File: src/hw/rtl/cmdv_pkg.sv
`timescale 1ns / 1ps
// Package for the command argument token validator.
// Type codes, character constants, payload structs and character class functions.
// No dependencies.
package cmdv_pkg;

   localparam int COUNT_WIDTH_DEF = 8;
   localparam int DIGITS_W        = 5;
   localparam int LEN_W           = 8;

   localparam logic [DIGITS_W-1:0] MAX_DIGITS_RST = 5'd19;

   // Token type codes; codes 6 and 7 behave as free-form.
   localparam logic [2:0] TC_UNSIGNED = 3'd0;
   localparam logic [2:0] TC_SIGNED   = 3'd1;
   localparam logic [2:0] TC_DECIMAL  = 3'd2;
   localparam logic [2:0] TC_HEX      = 3'd3;
   localparam logic [2:0] TC_BASE64   = 3'd4;
   localparam logic [2:0] TC_FREE     = 3'd5;

   localparam logic [7:0] CH_SPACE = 8'h20;
   localparam logic [7:0] CH_PLUS  = 8'h2B;
   localparam logic [7:0] CH_MINUS = 8'h2D;
   localparam logic [7:0] CH_DOT   = 8'h2E;
   localparam logic [7:0] CH_SLASH = 8'h2F;
   localparam logic [7:0] CH_EQ    = 8'h3D;
   localparam logic [7:0] CH_UNDER = 8'h5F;

   typedef struct packed {
      logic [2:0] tok_kind;
      logic [7:0] char_code;
      logic       first;
      logic       last;
      logic       empty_req;
   } item_type;

   typedef struct packed {
      logic             accept;
      logic [LEN_W-1:0] token_length;
   } result_type;

   function automatic logic is_digit(input logic [7:0] c);
      return (c >= 8'h30) && (c <= 8'h39);
   endfunction

   function automatic logic is_hex(input logic [7:0] c);
      return is_digit(c) || ((c >= 8'h61) && (c <= 8'h66)) ||
             ((c >= 8'h41) && (c <= 8'h46));
   endfunction

   function automatic logic is_b64(input logic [7:0] c);
      return ((c >= 8'h41) && (c <= 8'h5A)) || ((c >= 8'h61) && (c <= 8'h7A)) ||
             is_digit(c) || (c == CH_PLUS) || (c == CH_SLASH) || (c == CH_MINUS) ||
             (c == CH_UNDER) || (c == CH_EQ);
   endfunction

endpackage

File: src/hw/rtl/cmdv_if.sv
`timescale 1ns / 1ps
// Valid/ready channel interfaces for the token validator.
// Depends on nothing; field widths follow the payload definition.
interface cmdv_req_if;
   logic       valid;
   logic       ready;
   logic [2:0] tok_kind;
   logic [7:0] char_code;
   logic       first;
   logic       last;
   logic       empty_req;

   modport source (output valid, tok_kind, char_code, first, last, empty_req,
                   input ready);
   modport sink   (input valid, tok_kind, char_code, first, last, empty_req,
                   output ready);
endinterface

interface cmdv_rsp_if;
   logic       valid;
   logic       ready;
   logic       accept;
   logic [7:0] token_length;

   modport source (output valid, accept, token_length, input ready);
   modport sink   (input valid, accept, token_length, output ready);
endinterface

File: src/hw/rtl/cmdv_tok_check.sv
`timescale 1ns / 1ps
// Per-token state and character rules of the token validator.
// Depends on cmdv_pkg.
module cmdv_tok_check
   import cmdv_pkg::*;
#(
   parameter int CountWidth = COUNT_WIDTH_DEF
) (
   input  logic                clock,
   input  logic                reset,
   input  logic                step,
   input  item_type            item,
   input  logic [DIGITS_W-1:0] max_digits,
   output result_type          result
);

   localparam int WideW = (CountWidth > LEN_W) ? CountWidth : LEN_W + 1;

   logic [2:0]            held_type_ff, held_type_in;
   logic [CountWidth-1:0] count_ff, count_in;
   logic                  dot_ff, dot_in;
   logic                  odd_ff, odd_in;
   logic [1:0]            quart_ff, quart_in;
   logic                  valid_ff, valid_in;

   logic [2:0]            b_type;
   logic [CountWidth-1:0] b_count, n_count;
   logic                  b_dot, b_odd, b_valid;
   logic [1:0]            b_quart;
   logic                  n_dot, n_odd, n_valid, ok, at_start, verdict;
   logic [1:0]            n_quart;
   logic [WideW-1:0]      count_wide, max_wide;
   logic [7:0]            c;

   // first discards any unfinished token
   always_comb begin
      b_type  = item.first ? item.tok_kind : held_type_ff;
      b_count = item.first ? '0 : count_ff;
      b_dot   = item.first ? 1'b0 : dot_ff;
      b_odd   = item.first ? 1'b0 : odd_ff;
      b_quart = item.first ? 2'd0 : quart_ff;
      b_valid = item.first ? 1'b1 : valid_ff;
   end

   assign c        = item.char_code;
   assign at_start = (b_count == '0);

   always_comb begin
      ok      = 1'b1;
      n_dot   = b_dot;
      n_odd   = b_odd;
      n_quart = b_quart;
      if (!item.empty_req) begin
         unique case (b_type)
            TC_UNSIGNED: ok = is_digit(c);
            TC_SIGNED:   ok = (at_start && (c == CH_MINUS)) || is_digit(c);
            TC_DECIMAL: begin
               priority if (at_start && (c == CH_MINUS)) begin
                  ok = 1'b1;
               end else if ((c == CH_DOT) && !b_dot && !at_start && !item.last) begin
                  n_dot = 1'b1;
               end else begin
                  ok = is_digit(c);
               end
            end
            TC_HEX: begin
               priority if ((c == CH_SPACE) || (c == CH_UNDER)) begin
                  ok = !b_odd;
               end else if (is_hex(c)) begin
                  n_odd = !b_odd;
               end else begin
                  ok = 1'b0;
               end
            end
            TC_BASE64: begin
               priority if (c == CH_SPACE) begin
                  ok = (b_quart == 2'd0);
               end else if (is_b64(c)) begin
                  n_quart = b_quart + 2'd1;
               end else begin
                  ok = 1'b0;
               end
            end
            default: ok = 1'b1;
         endcase
      end
   end

   assign n_valid = b_valid && ok;
   assign n_count = (item.empty_req || (b_count == '1)) ? b_count
                                                          : b_count + CountWidth'(1);

   assign count_wide = WideW'(n_count);
   assign max_wide   = WideW'(max_digits);

   always_comb begin
      unique case (b_type)
         TC_UNSIGNED: verdict = n_valid && (n_count != '0) && (count_wide <= max_wide);
         TC_SIGNED,
         TC_DECIMAL:  verdict = n_valid && (n_count != '0);
         TC_HEX:      verdict = n_valid && !n_odd;
         TC_BASE64:   verdict = n_valid && (n_quart == 2'd0);
         default:     verdict = 1'b1;
      endcase
   end

   assign result.accept       = verdict;
   assign result.token_length = (count_wide > WideW'(255)) ? 8'hFF : count_wide[LEN_W-1:0];

   // after a result the flags clear and the type is kept
   always_comb begin
      held_type_in = held_type_ff;
      count_in     = count_ff;
      dot_in       = dot_ff;
      odd_in       = odd_ff;
      quart_in     = quart_ff;
      valid_in     = valid_ff;
      if (step) begin
         held_type_in = b_type;
         if (item.last) begin
            count_in = '0;
            dot_in   = 1'b0;
            odd_in   = 1'b0;
            quart_in = 2'd0;
            valid_in = 1'b1;
         end else begin
            count_in = n_count;
            dot_in   = n_dot;
            odd_in   = n_odd;
            quart_in = n_quart;
            valid_in = n_valid;
         end
      end
   end

   always_ff @(posedge clock) begin
      if (reset) begin
         held_type_ff <= TC_UNSIGNED;
         count_ff     <= '0;
         dot_ff       <= 1'b0;
         odd_ff       <= 1'b0;
         quart_ff     <= 2'd0;
         valid_ff     <= 1'b1;
      end else begin
         held_type_ff <= held_type_in;
         count_ff     <= count_in;
         dot_ff       <= dot_in;
         odd_ff       <= odd_in;
         quart_ff     <= quart_in;
         valid_ff     <= valid_in;
      end
   end

   // a finished token leaves no leftover flags behind
   a_clear_after_last: assert property (@(posedge clock) disable iff (reset)
      step && item.last |=> (count_ff == '0) && valid_ff && !odd_ff && (quart_ff == 2'd0))
      else $error("token state not cleared after last item");

   // count only grows by one per character within a token
   a_count_step: assert property (@(posedge clock) disable iff (reset)
      step && !item.first && !item.last && !item.empty_req && (count_ff != '1)
      |=> count_ff == $past(count_ff) + CountWidth'(1))
      else $error("character count did not advance");

   // odd nibble is only ever set for hex tokens
   a_odd_hex_only: assert property (@(posedge clock) disable iff (reset)
      odd_ff |-> held_type_ff == TC_HEX)
      else $error("odd nibble flag outside hex token");

endmodule

File: src/hw/rtl/cmdv_out_reg.sv
`timescale 1ns / 1ps
// Result register of the token validator, drives the response channel.
// Depends on cmdv_pkg and cmdv_rsp_if.
module cmdv_out_reg
   import cmdv_pkg::*;
(
   input  logic              clock,
   input  logic              reset,
   input  logic              load,
   input  result_type        result,
   output logic              room,
   cmdv_rsp_if.source        rsp
);

   logic       valid_ff, valid_in;
   result_type data_ff, data_in;

   assign room     = !valid_ff || rsp.ready;
   assign valid_in = load || (valid_ff && !rsp.ready);
   assign data_in  = load ? result : data_ff;

   always_ff @(posedge clock) begin
      if (reset) begin
         valid_ff <= 1'b0;
      end else begin
         valid_ff <= valid_in;
      end
   end

   always_ff @(posedge clock) begin
      data_ff <= data_in;
   end

   assign rsp.valid        = valid_ff;
   assign rsp.accept       = data_ff.accept;
   assign rsp.token_length = data_ff.token_length;

   // a held result is never overwritten
   a_no_overwrite: assert property (@(posedge clock) disable iff (reset)
      load |-> room)
      else $error("result register loaded while full");

endmodule

File: src/hw/rtl/command_argument_token_validator.sv
`timescale 1ns / 1ps
// Top level of the command argument token validator.
// Depends on cmdv_pkg, cmdv_if, cmdv_tok_check and cmdv_out_reg.
//
//  channel   direction  carries
//  req_ch    in         tok_kind, char_code, first, last, empty_req (one char)
//  rsp_ch    out        accept, token_length (one per token, on last)
//  csr_*     in         max_unsigned_digits, written when csr_we is high
//
// One character per cycle, sustained while no last item waits on rsp_ch. A
// transfer on req_ch lands in the input register; from there the token check
// updates its flags and, for a last item, loads the result register, which
// drives rsp_ch.valid (two registers deep). Items that are not last never
// wait on rsp_ch; a last item waits in the input register while an earlier
// result is still untaken, and req_ch.ready then follows rsp_ch.ready.
// Synchronous reset clears the token state, empties both registers and sets
// the digit limit to 19.
module command_argument_token_validator
   import cmdv_pkg::*;
#(
   parameter int CountWidth = COUNT_WIDTH_DEF
) (
   input  logic                clock,
   input  logic                reset,
   cmdv_req_if.sink            req_ch,
   cmdv_rsp_if.source          rsp_ch,
   input  logic                csr_we,
   input  logic [DIGITS_W-1:0] csr_wdata
);

   // digit limit for unsigned tokens
   logic [DIGITS_W-1:0] max_digits_ff, max_digits_in;

   // input register
   logic     in_valid_ff, in_valid_in;
   item_type in_item_ff, in_item_in, req_item;

   logic       advance;   // input register item is processed this cycle
   logic       out_room;  // result register can take a result
   logic       req_xfer;
   result_type result;

   assign max_digits_in = csr_we ? csr_wdata : max_digits_ff;

   always_ff @(posedge clock) begin
      if (reset) begin
         max_digits_ff <= MAX_DIGITS_RST;
      end else begin
         max_digits_ff <= max_digits_in;
      end
   end

   // only a last item needs space downstream
   assign advance      = in_valid_ff && (!in_item_ff.last || out_room);
   assign req_ch.ready = !in_valid_ff || advance;
   assign req_xfer     = req_ch.valid && req_ch.ready;

   assign req_item.tok_kind  = req_ch.tok_kind;
   assign req_item.char_code = req_ch.char_code;
   assign req_item.first     = req_ch.first;
   assign req_item.last      = req_ch.last;
   assign req_item.empty_req = req_ch.empty_req;

   assign in_valid_in = req_xfer || (in_valid_ff && !advance);
   assign in_item_in  = req_xfer ? req_item : in_item_ff;

   always_ff @(posedge clock) begin
      if (reset) begin
         in_valid_ff <= 1'b0;
      end else begin
         in_valid_ff <= in_valid_in;
      end
   end

   always_ff @(posedge clock) begin
      in_item_ff <= in_item_in;
   end

   cmdv_tok_check #(
      .CountWidth (CountWidth)
   ) u_tok_check (
      .clock      (clock),
      .reset      (reset),
      .step       (advance),
      .item       (in_item_ff),
      .max_digits (max_digits_ff),
      .result     (result)
   );

   cmdv_out_reg u_out_reg (
      .clock  (clock),
      .reset  (reset),
      .load   (advance && in_item_ff.last),
      .result (result),
      .room   (out_room),
      .rsp    (rsp_ch)
   );

   // a waiting item is never dropped
   a_hold_item: assert property (@(posedge clock) disable iff (reset)
      in_valid_ff && !advance |=> in_valid_ff)
      else $error("input item lost");

   // a transfer into a full input register only when it moves on
   a_fill_ok: assert property (@(posedge clock) disable iff (reset)
      req_xfer && in_valid_ff |-> advance)
      else $error("input register overrun");

   // a last item stalls only behind an untaken result
   a_stall_cause: assert property (@(posedge clock) disable iff (reset)
      in_valid_ff && !advance |-> rsp_ch.valid && !rsp_ch.ready && in_item_ff.last)
      else $error("input stalled without cause");

endmodule
File: src/flat_wrapper.sv
// flat-port wrapper written by rule: the top's interface ports become plain ports
module command_argument_token_validator_flat import cmdv_pkg::*;
#(
   parameter int CountWidth = COUNT_WIDTH_DEF
)
  (clock, reset, csr_we, csr_wdata, req_ch_valid, req_ch_tok_kind, req_ch_char_code, req_ch_first, req_ch_last, req_ch_empty_req, req_ch_ready, rsp_ch_valid, rsp_ch_accept, rsp_ch_token_length, rsp_ch_ready);
  cmdv_req_if req_ch_i ();
  cmdv_rsp_if rsp_ch_i ();
  input  logic clock;
  input  logic reset;
  input  logic csr_we;
  input  logic [DIGITS_W-1:0] csr_wdata;
  input wire logic [$bits(req_ch_i.valid)-1:0] req_ch_valid;
  input wire logic [$bits(req_ch_i.tok_kind)-1:0] req_ch_tok_kind;
  input wire logic [$bits(req_ch_i.char_code)-1:0] req_ch_char_code;
  input wire logic [$bits(req_ch_i.first)-1:0] req_ch_first;
  input wire logic [$bits(req_ch_i.last)-1:0] req_ch_last;
  input wire logic [$bits(req_ch_i.empty_req)-1:0] req_ch_empty_req;
  output wire logic [$bits(req_ch_i.ready)-1:0] req_ch_ready;
  output wire logic [$bits(rsp_ch_i.valid)-1:0] rsp_ch_valid;
  output wire logic [$bits(rsp_ch_i.accept)-1:0] rsp_ch_accept;
  output wire logic [$bits(rsp_ch_i.token_length)-1:0] rsp_ch_token_length;
  input wire logic [$bits(rsp_ch_i.ready)-1:0] rsp_ch_ready;
  assign req_ch_i.valid = req_ch_valid;
  assign req_ch_i.tok_kind = req_ch_tok_kind;
  assign req_ch_i.char_code = req_ch_char_code;
  assign req_ch_i.first = req_ch_first;
  assign req_ch_i.last = req_ch_last;
  assign req_ch_i.empty_req = req_ch_empty_req;
  assign req_ch_ready = req_ch_i.ready;
  assign rsp_ch_valid = rsp_ch_i.valid;
  assign rsp_ch_accept = rsp_ch_i.accept;
  assign rsp_ch_token_length = rsp_ch_i.token_length;
  assign rsp_ch_i.ready = rsp_ch_ready;
  command_argument_token_validator #(.CountWidth(CountWidth)) u_core (.clock(clock), .reset(reset), .req_ch(req_ch_i), .rsp_ch(rsp_ch_i), .csr_we(csr_we), .csr_wdata(csr_wdata));
endmodule
File: config.mk
export PLATFORM = sky130hd
export DESIGN_NAME = command_argument_token_validator_flat
export DESIGN_NICKNAME = d
export VERILOG_FILES = /design/src/hw/rtl/cmdv_pkg.sv /design/src/hw/rtl/cmdv_if.sv /design/src/hw/rtl/cmdv_tok_check.sv /design/src/hw/rtl/cmdv_out_reg.sv /design/src/hw/rtl/command_argument_token_validator.sv /design/src/flat_wrapper.sv
export SDC_FILE = /design/constraint.sdc
export NUM_CORES = 1
export LEC_CHECK = 0
export BUFFER_PORTS_ARGS = -buffer_cell sky130_fd_sc_hd__buf_2
export CAP_MARGIN = 20
export CORE_MARGIN = 2
export CORE_UTILIZATION = 25
export DETAILED_ROUTE_END_ITERATION = 10
export PLACE_DENSITY_LB_ADDON = 0.05
export SYNTH_ARGS = -nofsm -noshare
export SYNTH_HDL_FRONTEND = slang
export SYNTH_HIERARCHICAL = 1
export SYNTH_SLANG_ARGS = --single-unit
export TNS_END_PERCENT = 20
File: constraint.sdc
create_clock -name clock -period 3.04 [get_ports clock]
set_input_delay 0.456 -clock clock [delete_from_list [all_inputs] [get_ports clock]]
set_output_delay 0.456 -clock clock [all_outputs]
set_load 0.03 [all_outputs]
==> summary.md, run 1 <==
| Metric | Value |
|---|---|
| Slowest stage delay, CP | 0.44 ns |
| Data arrival, critical path | 3.01 ns |
| Area post-placement | 3089 µm² |
| Final hold violation count | 0 |
| Worst hold slack | 0.3215 ns |
| PD cells | between 400 and 500 nW/µm² |
| Die width | 108.7 µm |
| Uppermost layer routed | met4 |
| Total number of vias | around 2200 |
| Post-synth EDFFs | 23 |
| Fillers | 1182 |
| Cell Rows | 38 |
| Placement Setup Slack | -0.01381 ns |
| Met3 wire length | around 190 µm |
| Stages on the worst setup path | 16 |
| Final Max Tran Viols | 0 |
| DR iter-0 viols | around 70 |
| Worst hold path type | in -> reg |
| Final Cell Area | 3321 µm² |
| First-pass GRT wire length | about 11000 µm |
| Gp weighted congestion | just under 0.8 |
| Final net count | 360 |
| Fraction of layout cells with a size suffix above 1 | around 28% |
| Clock skew | 0.01001 ns |
| Top Ports | 35 |
| TritonCTS clock tree | done |
| Post-synth top area share | 25.22% |
| Top cell type by total area after synthesis | edfxtp_1 |
| Synth-to-layout area growth | 21.24% |
| Hold wc startpoint | req_ch_tok_kind[2] |
| Vias in the first global route | 2166 |
| Hpwl dp | 5041 µm |
| Post-route DRC | 0 |
| Largest net degree at the start of global routing | 24 |
| Number of routed nets with antenna violations | 0 |
| CTS H-tree depth | 2 |
| RSZ-0062 raised after global routing | true |
| Fin crit period | 2.863 ns |
| Multi-input logic area | 1508 µm² |
| Die area | roughly 12000 µm² |
| Top delay family on crit path | compound AO/OA/AOI/OAI gates |
| Non-Filler Instances | around 470 |
| Clock Tree Root | clkbuf_8 |
| Core Area | about 11000 µm² |
| Synth cell types | 70 |
| FF+latch area | around 1200 µm² |
| Async SR Flop Fraction | 0% |
| WL/cell | 14.87 µm |
| Worst r2r src | u_core/in_item_ff[2] |
| Placed cells | 454 |
| Clock Sinks | between 40 and 50 |
| Worst path cell trace | nand2b_4 > inv_4 > ha_4 > inv_2 > nor2_4 > a41oi_4 > nand2_1 > o21ai_2 > ha_1 > nor2b_1 > o211ai_1 > a21boi_1 > o22ai_1 > a41o_1 > o311ai_2 > a31oi_1 |
| Hold-fix buffers at CTS | 0 |
| Number of buffers and inverters on the critical path | 2 |
| Final core occ | 30.90% |
| Slowest-stage cell, CP | edfxtp_1 |
| DRT Wirelength | 6973 µm |
| I/O Buffers | 34 |
| Leakage | 1.248 nW |
| # Max-Cap Violations | 0 |
| Setup TNS | 0 ns |
| Final WS setup | roughly 0.18 ns |
| Overflow after GRT | 0 |
| Clk Latency, worst-skew pair | 0.30 ns |
| N_diodes | 0 |
| Outcome | finished clean |
| Drt first pass iters | 4 |
| FF-to-FF path depth | 16 |
| Ys Warns | 6 |
| TritonCTS Buffers | 5 |
| Routed wl met2 | 3370 µm |
| Starting Density | 25.49% |
| Seq/Total Area, Yosys | 42.03% |
| Mapped Area | 2739 µm² |
| Ys flop type | edfxtp_1 |
| Max FO, Critical Path | 4 |
| CP Capture Type | register |
| Critical Path Source | u_core/in_item_ff[2] |
| CP Data Required Time | ~3.2 ns |
| Synthesized area per cell | 9.644 µm² |
| Syn nets | 316 |
| Crit share post-route | ~94% |
| Die Y | roughly 110 µm |
| Max Fclk | approximately 350 MHz |
| Worst VDD drop | 0.2047 mV |
| CTS max path bufs | 2 |
| Synth Register Bits | between 40 and 50 |
| Endpoints failing setup | 0 |
| Vias per cell | 4.742 |
| Post-Syn Instances | approximately 280 |
| Slew HR | 52.36% |
| Total track usage | 12.62% |
| Initial antenna violation count | 0 |
| Worst-path clk slew | 0.09 ns |
| Worst hold stages | 1 |
| Nature of the critical path startpoint | register |
| WL met1 | 3354 µm |
| Slew @ Worst Pin | 0.7120 ns |
| Crit Path Class | reg -> reg |
| Area contributors post-synth | edfxtp_1, dfxtp_1, nor2_1, ha_1, a21oi_1 |
| Total power | roughly 1.3 mW |
worst paths after layout:
check / endpoint / slack, ns
max: u_core/u_out_reg/rsp.accept / 0.18
min: u_core/in_item_ff[13] / 0.32
max reg2reg: u_core/u_out_reg/rsp.accept / 0.18
min reg2reg: u_core/u_tok_check/dot_ff / 0.47
cell type report:
| type | instances | area share, % |
|---|---|---|
| multi-input combinational | 208 | 45.40 |
| sequential | 46 | 34.66 |
| timing repair buffer | 53 | 9.420 |
| tap | 140 | 5.275 |
| clock buffer | 7 | 2.600 |
| inverter | 14 | 1.733 |
| clock inverter | 1 | 0.9043 |
cells in the mapped netlist (2+ instances only):
| cell | instances |
|---|---|
| a211o_1 | 4 |
| a21boi_0 | 2 |
| a21oi_1 | 17 |
| a22oi_1 | 7 |
| a31oi_1 | 3 |
| and3_1 | 3 |
| and4_1 | 2 |
| buf_2 | 5 |
| buf_4 | 2 |
| buf_6 | 3 |
| clkbuf_1 | 4 |
| dfxtp_1 | 23 |
| edfxtp_1 | 23 |
| ha_1 | 8 |
| inv_1 | 14 |
| mux2_2 | 2 |
| mux2i_1 | 5 |
| nand2_1 | 18 |
| nand2b_1 | 10 |
| nand3_1 | 8 |
| nand3b_1 | 4 |
| nand4b_1 | 2 |
| nor2_1 | 28 |
| nor2b_1 | 11 |
| nor3_1 | 6 |
| nor3b_1 | 3 |
| nor4_1 | 2 |
| o211ai_1 | 2 |
| o21a_1 | 2 |
| o21ai_0 | 10 |
| o21ai_1 | 2 |
| o21bai_1 | 2 |
| o32ai_1 | 3 |
| or3_1 | 3 |
| xnor2_1 | 4 |
| xor2_1 | 3 |
layer usage:
| layer | track usage, % | vias up |
|---|---|---|
| li1 | - | 1120 |
| met1 | 17.19 | 1068 |
| met2 | 20.85 | 32 |
| met3 | 2.152 | 4 |
| met4 | 3.022 | 0 |
| met5 | 0 | - |
sequential cells by signal, indices dropped and copies added (netlist names):
signal / cells
u_core/in_item_ff: 14
u_core/u_out_reg/rsp.token_length: 8
u_core/u_tok_check/count_ff: 8
u_core/max_digits_ff: 5
u_core/u_tok_check/held_type_ff: 3
u_core/u_tok_check/quart_ff: 2
u_core/in_valid_ff: 1
u_core/u_out_reg/rsp.accept: 1
u_core/u_out_reg/rsp.valid: 1
u_core/u_tok_check/dot_ff: 1
u_core/u_tok_check/odd_ff: 1
u_core/u_tok_check/valid_ff: 1
power by group:
group / internal (mW) / total (mW) / switching, mW
Clock: 0.269 / 0.485 / 0.217
Combinational: 0.0668 / 0.157 / 0.0903
Sequential: 0.674 / 0.698 / 0.0242
cell families after synthesis:
| family | Yosys count | synth area share, % |
|---|---|---|
| AND/OR/NAND/NOR | 117 | 25.17 |
| AO/OA/AOI/OAI | 68 | 17.95 |
| flip-flops | 46 | 42.03 |
| buffers and inverters | 30 | 5.481 |
| multiplexers | 8 | 3.472 |
| adder cells (fa/ha/maj) | 8 | 3.655 |
| XOR/XNOR | 7 | 2.239 |
layout by cell type, fill, tap and decap left out, drive strengths merged, types with 3 or more instances in the layout:
master,netlist,layout
o21ai,13,13
a21oi,18,18
or3,4,4
nand2,19,19
buf,11,53
nor2,29,29
nor2b,11,11
mux2i,6,6
xor2,3,3
nor3b,3,3
ha,8,8
nand3b,4,4
clkbuf,5,7
o32ai,3,3
dfxtp,23,23
nand3,9,9
and3,3,3
nor3,8,8
a22oi,7,7
inv,14,14
a31oi,3,3
nor4,3,3
a211o,4,4
xnor2,4,4
a2111oi,3,3
edfxtp,23,23
nand2b,12,12
repair_timing:
action	4_1_cts	5_1_grt
setup buffers	0	7
endpoints found under the setup margin	1	1
resized for setup	2	14
pin swaps	2	10
Power figures use the tool's default switching activity.
==> run 2, diff against run 1 <==
- ABC_AREA: unset -> 1
==> run 2 against run 1 <==
Die area increased by 4.4%. Total power increased by 9.0%. Sequential share of layout area down 1.6 points. Cell area increased by 4.8%. Via count increased by 11%. Non-clock buffer count decreased by 6. Critical path depth is 11 higher. Final cell count rose by 24%. Register-to-register slack better by 0.06 ns. Count of clock-buffer cells in the layout is 2 lower. Critical path type unchanged. Largest cell class unchanged.
==> summary.md, run 2 <==
| Metric | Value |
|---|---|
| Outcome | finished clean |
| Initial antenna violation count | 0 (unchanged) |
| Nature of the critical path startpoint | register |
| Clock Sinks | 46 (unchanged) |
| Worst-path clk slew | 0.07 ns (-0.02 ns) |
| Mapped Area | 2863 µm² (+4.5%) |
| Total track usage | 12.00% (-0.62 points) |
| Ys Warns | 6 (unchanged) |
| Core Area | 11270 µm² (+4.9%) |
| Worst hold stages | 1 (unchanged) |
| Final hold violation count | 0 (unchanged) |
| Die width | 111.0 µm (+2.2%) |
| Final Max Tran Viols | 0 (unchanged) |
| Number of routed nets with antenna violations | 0 (unchanged) |
| Starting Density | 25.40% (-0.092 points) |
| Seq/Total Area, Yosys | 40.21% (-1.8 points) |
| Die Y | 111.0 µm (+2.2%) |
| Top Ports | 35 (unchanged) |
| CP Capture Type | register |
| Hold-fix buffers at CTS | 0 (unchanged) |
| CTS H-tree depth | 2 (unchanged) |
| Clk Latency, worst-skew pair | 0.30 ns (about the same) |
| Commonest cells in the netlist | nand2_1, inv_1, nand3_1, nor2_1 |
| Met3 wire length | 243 µm (+26%) |
| Max reg flops | 14 (unchanged) |
| Post-Syn Instances | 394 (+39%) |
| Max Fclk | 357.3 MHz (+2.3%) |
| Vias in the first global route | 2373 (+9.6%) |
| Endpoints failing setup | 0 (unchanged) |
| Number of buffers and inverters on the critical path | 4 (+2) |
| Fraction of layout cells with a size suffix above 1 | 25.45% (-2.5 points) |
| Data arrival, critical path | 2.85 ns (-0.16 ns) |
| Vias per cell | 4.237 (-11%) |
| Async SR Flop Fraction | 0% (unchanged) |
| Setup TNS | 0 ns (unchanged) |
| TritonCTS Buffers | 5 (unchanged) |
| Stages on the worst setup path | 27 (+11) |
| Worst hold path type | in -> reg |
| Max FO, Critical Path | 7 (+3) |
| CTS max path bufs | 2 (unchanged) |
| Slowest stage delay, CP | 0.43 ns (about the same) |
| R2R Setup Slk | 0.24 ns (+0.06 ns) |
| Slowest-stage cell, CP | edfxtp_1 |
| Synth cell types | 38 (-46%) |
| Overflow after GRT | 0 (unchanged) |
| Critical path's most frequent cell | nand2_1 |
| Ys flop type | edfxtp_1 |
| RSZ-0062 raised after global routing | true |
| Largest Register | u_core/in_item_ff |
| Worst VDD drop | 0.2174 mV (+6.2%) |
| Crit share post-route | 92.07% (-2.1 points) |
| Slew HR | 60.64% (+8.3 points) |
| Leakage | 1.607 nW (+29%) |
| Post-synth top area share | 24.13% (-1.1 points) |
| Final core occ | 30.88% (about the same) |
| CP Data Required Time | 3.09 ns (-0.09 ns) |
| First-pass GRT wire length | 11830 µm (+3.3%) |
| Synth Register Bits | 46 (unchanged) |
| Synthesized area per cell | 7.266 µm² (-25%) |
| FF-to-FF path depth | 27 (+11) |
| WL met1 | 3750 µm (+12%) |
| Die area | 12320 µm² (+4.4%) |
| Largest net degree at the start of global routing | 20 (-17%) |
| Top delay family on crit path | simple AND/OR/NAND/NOR gates |
| Post-synth EDFFs | 23 (unchanged) |
| Uppermost layer routed | met4 |
| Clock Tree Root | clkbuf_16 |
| I/O Buffers | 34 (unchanged) |
| Non-Filler Instances | 583 (+24%) |
| Clock network fraction of total power | 38.9% (+2.7 points) |
| WL/cell | 12.33 µm (-17%) |
| P_int | 1.057 mW (+4.8%) |
| Drt first pass iters | 4 (unchanged) |
| Fillers | 1210 (+2.4%) |
| Commonest non-fill, non-tap cell in the layout | nand2_1 |
| Area contributors post-synth | edfxtp_1, dfxtp_1, nand2_1, inv_1, nand3_1 |
| DR iter-0 viols | 62 (-10%) |
| Top cell type by total area after synthesis | edfxtp_1 |
| Switching power of the nets | 0.4041 mW (+22%) |
| Final net count | 471 (+31%) |
| Syn nets | 426 (+35%) |
| Crit Path Class | reg -> reg |
| PD cells | 419.9 nW/µm² (+4.0%) |
| Hpwl dp | 5411 µm (+7.3%) |
| Total number of vias | 2470 (+11%) |
| Post-route DRC | 0 (unchanged) |
| Cell Rows | 39 (+2.6%) |
| Synth-to-layout area growth | 21.59% |
| Fin crit period | 2.799 ns (-0.06401 ns) |
| Most frequent cell after synthesis | nand2_1 |
| TritonCTS clock tree | done |
| Slew @ Worst Pin | 0.5898 ns (-0.1222 ns) |
| # Max-Cap Violations | 0 (unchanged) |
| Most frequent cells in the layout | nand2_1, inv_1, nand3_1 |
| Routed wl met2 | 3129 µm (-7.2%) |
| Placed cells | 568 (+25%) |
| Switching Share | 27.65% (+2.9 points) |
| N_diodes | 0 (unchanged) |
| Comb power frac | 13.5% (+1.8 points) |
| Clock skew | 0.007748 ns (-0.002262 ns) |
| Gp weighted congestion | 0.8190 (+5.8%) |
| DRT Wirelength | 7191 µm (+3.1%) |
| Seq pwr share | 47.6% (-4.5 points) |
-- run 2: cell type report --
class                      count  area [µm²]  share of cell area [%]
multi-input combinational    278        1494                   42.92
sequential                    46        1151                   33.07
timing repair buffer          47       275.3                   7.908
inverter                      61       234.0                   6.722
tap                          143       178.9                   5.140
clock buffer                   5       125.1                   3.595
clock inverter                 3       22.52                  0.6470
-- run 2: kinds of logic after synthesis --
group | synth area share [%]
adders and majority gates | 3.497
DFF | 40.21
and+or+nand+nor | 36.67
AOI/OAI and AO/OA | 8.916
xor gates and xnor gates | 0.6120
buffers and inverters | 10.10
-- run 2: worst reg2reg max path, stage by stage, from the launching register on --
cell and delay (ns):
edfxtp_1 0.43, inv_4 0.12, nand2_4 0.08, inv_4 0.07
ha_4 0.14, nand2_4 0.05, nor2_4 0.13, nand3_4 0.12
nand2_8 0.11, nand2_2 0.06, nand2_2 0.06, inv_2 0.06
ha_4 0.26, inv_2 0.03, o21bai_1 0.12, nand2_1 0.06
nand2_1 0.05, nand2_1 0.04, nand2_1 0.06, nand2_1 0.06
nand2_1 0.06, nor2_1 0.04, nand2_1 0.06, nand2_1 0.04
nand2_1 0.06, nand3_1 0.08, nand2_1 0.07, nand2_1 0.05
-- run 2: final timing paths --
kind                           startpoint                          end
hold reg to reg   u_core/max_digits_ff[4]      u_core/max_digits_ff[4]
setup / recovery     u_core/in_item_ff[2]  u_core/u_out_reg/rsp.accept
hold / removal         req_ch_tok_kind[1]        u_core/in_item_ff[12]
setup reg to reg     u_core/in_item_ff[2]  u_core/u_out_reg/rsp.accept
-- run 2: what timing repair did --
action	4_1_cts	5_1_grt
buffers inserted	0	7
gates resized for setup	0	22
setup endpoints to repair	0	1
endpoints found under the hold margin	0	0
-- run 2: power groups by stage --
stage	Combinational, mW	Sequential (mW)	Clock, mW
after floorplan	0.130	0.711	0
after global placement	0.186	0.710	0
after detailed placement	0.186	0.710	0
after CTS	0.187	0.696	0.598
after global routing	0.228	0.699	0.623
final	0.197	0.696	0.568
-- run 2: through the flow --
step	hold slack (ns)	instance area [µm²]	power, mW	worst slack, ns
final	0.3323	3481	1.462	0.2410
after global routing	0.3214	3481	1.550	-0.1134
after CTS	0.3220	3347	1.481	0.04902
after detailed placement	0.4503	3199	0.8960	0.06821
after global placement	0.4430	3199	0.8968	0.1375
after floorplan	0.4289	2863	0.8407	0.07283
-- run 2: routing by layer --
| layer | up-vias | track usage, % |
|---|---|---|
| li1 | 1336 | - |
| met1 | 1088 | 17.02 |
| met2 | 40 | 18.65 |
| met3 | 6 | 2.460 |
| met4 | 0 | 3.210 |
| met5 | - | 0 |
